==> src/sv/plsimp_pkg.sv <==
`timescale 1ns / 1ps
// plsimp_pkg: shared types and constants of the polyline simplifier
// used by plsimp_mac and polyline_simplifier; no dependencies

package plsimp_pkg;

  localparam int COORD_W = 16;
  localparam int OP_W    = 20;
  localparam int PROD_W  = 2 * OP_W;
  localparam int ACC_W   = 72;
  localparam int NUM_W   = 70;
  localparam int EPS_W   = 32;
  localparam int LEN_W   = 34;
  localparam int CROSS_W = 35;

  typedef enum logic [1:0] {
    STAT_OK  = 2'd0,
    STAT_FEW = 2'd1,
    STAT_OVF = 2'd2
  } status_t;

  typedef enum logic [2:0] {
    SH0  = 3'd0,
    SH16 = 3'd1,
    SH18 = 3'd2,
    SH19 = 3'd3,
    SH34 = 3'd4,
    SH36 = 3'd5
  } shift_t;

  typedef struct packed {
    logic                   en;
    logic                   clr;
    logic                   sub;
    shift_t                 shift;
    logic signed [OP_W-1:0] a;
    logic signed [OP_W-1:0] b;
  } mac_cmd_t;

  typedef struct packed {
    logic signed [COORD_W-1:0] point_x;
    logic signed [COORD_W-1:0] point_y;
    logic                      point_last;
  } point_t;

  typedef struct packed {
    logic signed [COORD_W-1:0] out_x;
    logic signed [COORD_W-1:0] out_y;
    logic                      out_last;
    logic [1:0]                status;
  } result_t;

endpackage

==> src/sv/plsimp_mac.sv <==
`timescale 1ns / 1ps
// plsimp_mac: shared signed multiply, shift and accumulate unit
// depends on plsimp_pkg

module plsimp_mac (
  input  logic                              clk,
  input  logic                              rst_n,
  input  plsimp_pkg::mac_cmd_t              cmd,
  output logic signed [plsimp_pkg::ACC_W-1:0] acc
);

  logic signed [plsimp_pkg::PROD_W-1:0] prod_r;
  logic                                 en_r, clr_r, sub_r;
  plsimp_pkg::shift_t                   shift_r;
  logic signed [plsimp_pkg::ACC_W-1:0]  acc_r, acc_nxt, term_ext, term;

  // stage one: product
  always_ff @(posedge clk) begin
    if (!rst_n) begin
      en_r <= 1'b0;
    end else begin
      en_r <= cmd.en;
    end
    prod_r  <= cmd.a * cmd.b;
    clr_r   <= cmd.clr;
    sub_r   <= cmd.sub;
    shift_r <= cmd.shift;
  end

  assign term_ext = plsimp_pkg::ACC_W'(prod_r);

  always_comb begin
    case (shift_r)
      plsimp_pkg::SH0:  term = term_ext;
      plsimp_pkg::SH16: term = term_ext <<< 16;
      plsimp_pkg::SH18: term = term_ext <<< 18;
      plsimp_pkg::SH19: term = term_ext <<< 19;
      plsimp_pkg::SH34: term = term_ext <<< 34;
      plsimp_pkg::SH36: term = term_ext <<< 36;
      default:          term = term_ext;
    endcase
  end

  // stage two: accumulate
  always_comb begin
    acc_nxt = acc_r;
    if (en_r) begin
      if (sub_r) begin
        acc_nxt = (clr_r ? '0 : acc_r) - term;
      end else begin
        acc_nxt = (clr_r ? '0 : acc_r) + term;
      end
    end
  end

  always_ff @(posedge clk) begin
    if (!rst_n) begin
      acc_r <= '0;
    end else begin
      acc_r <= acc_nxt;
    end
  end

  assign acc = acc_r;

endmodule

==> config.mk <==
export PLATFORM = sky130hd
export DESIGN_NAME = plsimp_mac
export DESIGN_NICKNAME = d
export VERILOG_FILES = /design/src/sv/plsimp_pkg.sv /design/src/sv/plsimp_mac.sv
export SDC_FILE = /design/constraint.sdc
export NUM_CORES = 2
export LEC_CHECK = 0
export BUFFER_PORTS_ARGS = -buffer_cell sky130_fd_sc_hd__buf_2
export CAP_MARGIN = 25
export CORE_MARGIN = 2
export CORE_UTILIZATION = 35
export DETAILED_ROUTE_END_ITERATION = 10
export PLACE_DENSITY = 0.6
export SLEW_MARGIN = 20
export SYNTH_ARGS = -nofsm -noshare
export SYNTH_HDL_FRONTEND = slang
export SYNTH_SLANG_ARGS = --single-unit
==> constraint.sdc <==
create_clock -name clk -period 6.4 [get_ports clk]
set_input_delay 0.32 -clock clk [delete_from_list [all_inputs] [get_ports clk]]
set_output_delay 0.32 -clock clk [all_outputs]
set_load 0.01 [all_outputs]
==> key figures <==
Yosys
  – Primary FF master, synth: dfxtp_1
  – Largest area contributor in the netlist: fa_1
  – Seq cells post-synth: 118
  – Synthesized area: 26900 um^2
  – Post-synth top area share: 31.4%
  – Register area share after synthesis: 8.79%
  – Post-synthesis cell type count: 89
  – Synth warnings: 0
  – Syn Nets: 3879
  – Post-synth ARST share: 0%
  – Syn Area/Cell: 8.32 um^2
  – Cells after Synth: 3231
  – Number of flops mapped to enable cells by yosys: 0
  – Top cells by area, synth: fa_1 31%, dfxtp_1 8.8%, ha_1 8.3%

Detailed routing
  – Vias/cell: 5.04
  – Antenna-violating nets left: 0
  – DRC: 0
  – DRT Wirelength: 76.0 mm
  – Vias: 22700
  – Drt initial violations: 1192
  – DR WL/cell: 16.9 um
  – DRT Pass-1 Iters: 5

Timing
  – Fmax: 0.161 GHz
  – Minimum clock period after layout: 6.21 ns
  – Final Cycle Share: 97.0%
  – Total Negative Setup Slacks: 0 ns
  – Pins over their slew limit: 0
  – Slew @ Worst Pin: 0.896 ns
  – Final hold vios: 0
  – Setup WS post-layout: 0.194 ns
  – Clock Skews: 0.00972 ns
  – # setup viols final: 0
  – RSZ-0062 raised after global routing: yes
  – Slew headroom: 39.9%

Critical path
  – Worst path max stage delay: 0.58 ns
  – CP Capture Type: flip-flop
  – Crit-path cells: buf_2 -> buf_4 -> and2_1 -> fa_1 -> fa_1 -> inv_1 -> fa_1 -> inv_1 -> fa_1 -> fa_2 -> fa_1 -> fa_1 -> ha_1 -> a211oi_1 -> o21ai_1 -> o2111ai_1 -> o211ai_1 -> a2111oi_2 -> nor2_2 -> a211o_1 -> a31o_2 -> a21oi_2 -> xnor2_1
  – Top Family by Delay on Critical Path: adder cells
  – Worst path arrival time: 6.58 ns
  – Setup CP Type: primary input to flip-flop
  – Crit path launch type: primary input
  – Slowest-stage cell, CP: fa_2
  – Critical path fanouts, max: 9
  – Crit path buffers/inverters: 4
  – WP data required: 6.78 ns
  – CP most frequent cell: fa_1

GRT
  – Vias in the first global route: 23300
  – Total track usage: 19.7%
  – Overflow after GRT: 0
  – First-pass GRT wire length: 125 mm
  – Largest net degree at the start of global routing: 71
  – Initial antenna violation count: 1

Layout
  – Nets: 4109
  – Most frequent cells in the layout: 446 x inv_1, 414 x fa_1, 340 x nand2_1, 273 x buf_4, 215 x and2_1
  – Diodes inserted: 0
  – Final core utilization: 40.8%
  – Area Overhead vs Synth: 15.2%
  – Commonest non-fill, non-tap cell in the layout: inv_1
  – Share of cells above drive strength 1: 14.7%
  – Fin cells: 4504

Floorplan
  – I/O Pins: 120
  – Die area: 79000 um^2
  – Core Region: 75900 um^2
  – Die width: 281 um
  – Row cnt: 101
  – Initial Utilization: 35.4%
  – Die Ht: 281 um

CTS
  – CTS sink cnt: 118
  – CTS max path bufs: 2
  – Clock-pin transition on the worst setup and hold timing paths: 0.06 ns
  – CTS Root Cell: clkbuf_16
  – CTS Buf Count: 17
  – CTS tree: built
  – H-tree depth: 4
  – Worst-Skew Late Latency: 0.45 ns

Placement
  – GPL Wtd Cong: 0.930
  – Pre-CTS worst setup slack: -0.386 ns
  – DP Wirelength: 64.7 mm
  – Placed Instances: 4465
  – Number of buffers added on ports: 119

Run
  – Max Cap Viol: 0

Status
  – Status: complete, no violations

Min path
  – Hold Crit Class: primary input to flip-flop
## cells in the mapped netlist, drive strengths merged (6+ instances only)
master,instances
inv,450
nor4,10
nand2,340
a211oi,15
a41oi,11
a22oi,12
nand3b,7
or2,7
nand4,26
or3,7
buf,36
nor2b,138
nor2,135
xnor2,105
a221oi,6
o21a,18
o21ai,111
o21bai,21
a21oi,190
and3,15
a21o,58
o22ai,15
dfxtp,118
a21boi,9
a31o,7
nand2b,38
clkbuf,149
ha,179
o211ai,17
o31ai,17
a31oi,24
nand3,43
nor3,28
fa,421
xor2,66
and2,221
mux2i,62
## final cells by class
class	instances	area, um^2
Clock buffer	19	443
Tap cell	1030	1290
Multi-Input combinational cell	2475	22200
Clock inverter	13	139
Sequential cell	118	2370
Fill cell	7753	45000
Inverter	453	1700
Timing Repair Buffer	396	2770
## registers in the layout, indices dropped and copies added (netlist names)
register and count:
sub_r 1, clr_r 1, acc 72, prod_r 40
en_r 1, shift_r 3
## through the flow
step / hold slack, ns / instance area (um^2)
after floorplan: 0.348 / 27000
after global placement: 0.425 / 30200
after detailed placement: 0.427 / 30200
after CTS: 0.0147 / 30800
after global routing: 0.0240 / 31000
final: 0.0308 / 31000
## per-layer routing
metal  GRT usage (%)  up-vias  wire length [um]
li1                -    10900                 -
met3            1.59       81              2980
met2            33.4      531             36000
met4            4.74        2              1500
met1            27.2    11100             35500
met5               0        -                 7
## cells by family after synthesis
kind of cell	synth area share [%]
buffers and inverters	9.12
AO/OA/AOI/OAI	14.7
flip-flops	8.79
AND/OR/NAND/NOR	19.7
XOR/XNOR	5.57
adder cells (fa/ha/maj)	39.7
multiplexers	2.43
## what timing repair did
action,in CTS,in global routing
hold buffers,2,0
resized for setup,0,43
endpoints found under the hold margin,2,0
endpoints found under the setup margin,0,19
setup buffers,0,5
## final timing paths
kind                      to  startpoint  cells past startpoint  slack (ns)
hold / removal    shift_r[2]     cmd[42]                      1        0.03
setup reg to reg     acc[60]  shift_r[2]                     20        0.47
setup / recovery  prod_r[39]      cmd[2]                     23        0.19
hold reg to reg      acc[61]     acc[61]                      2        0.48
Power is not shown: default switching activity piles up to over one toggle a cycle in this logic, so the estimate is an artifact.
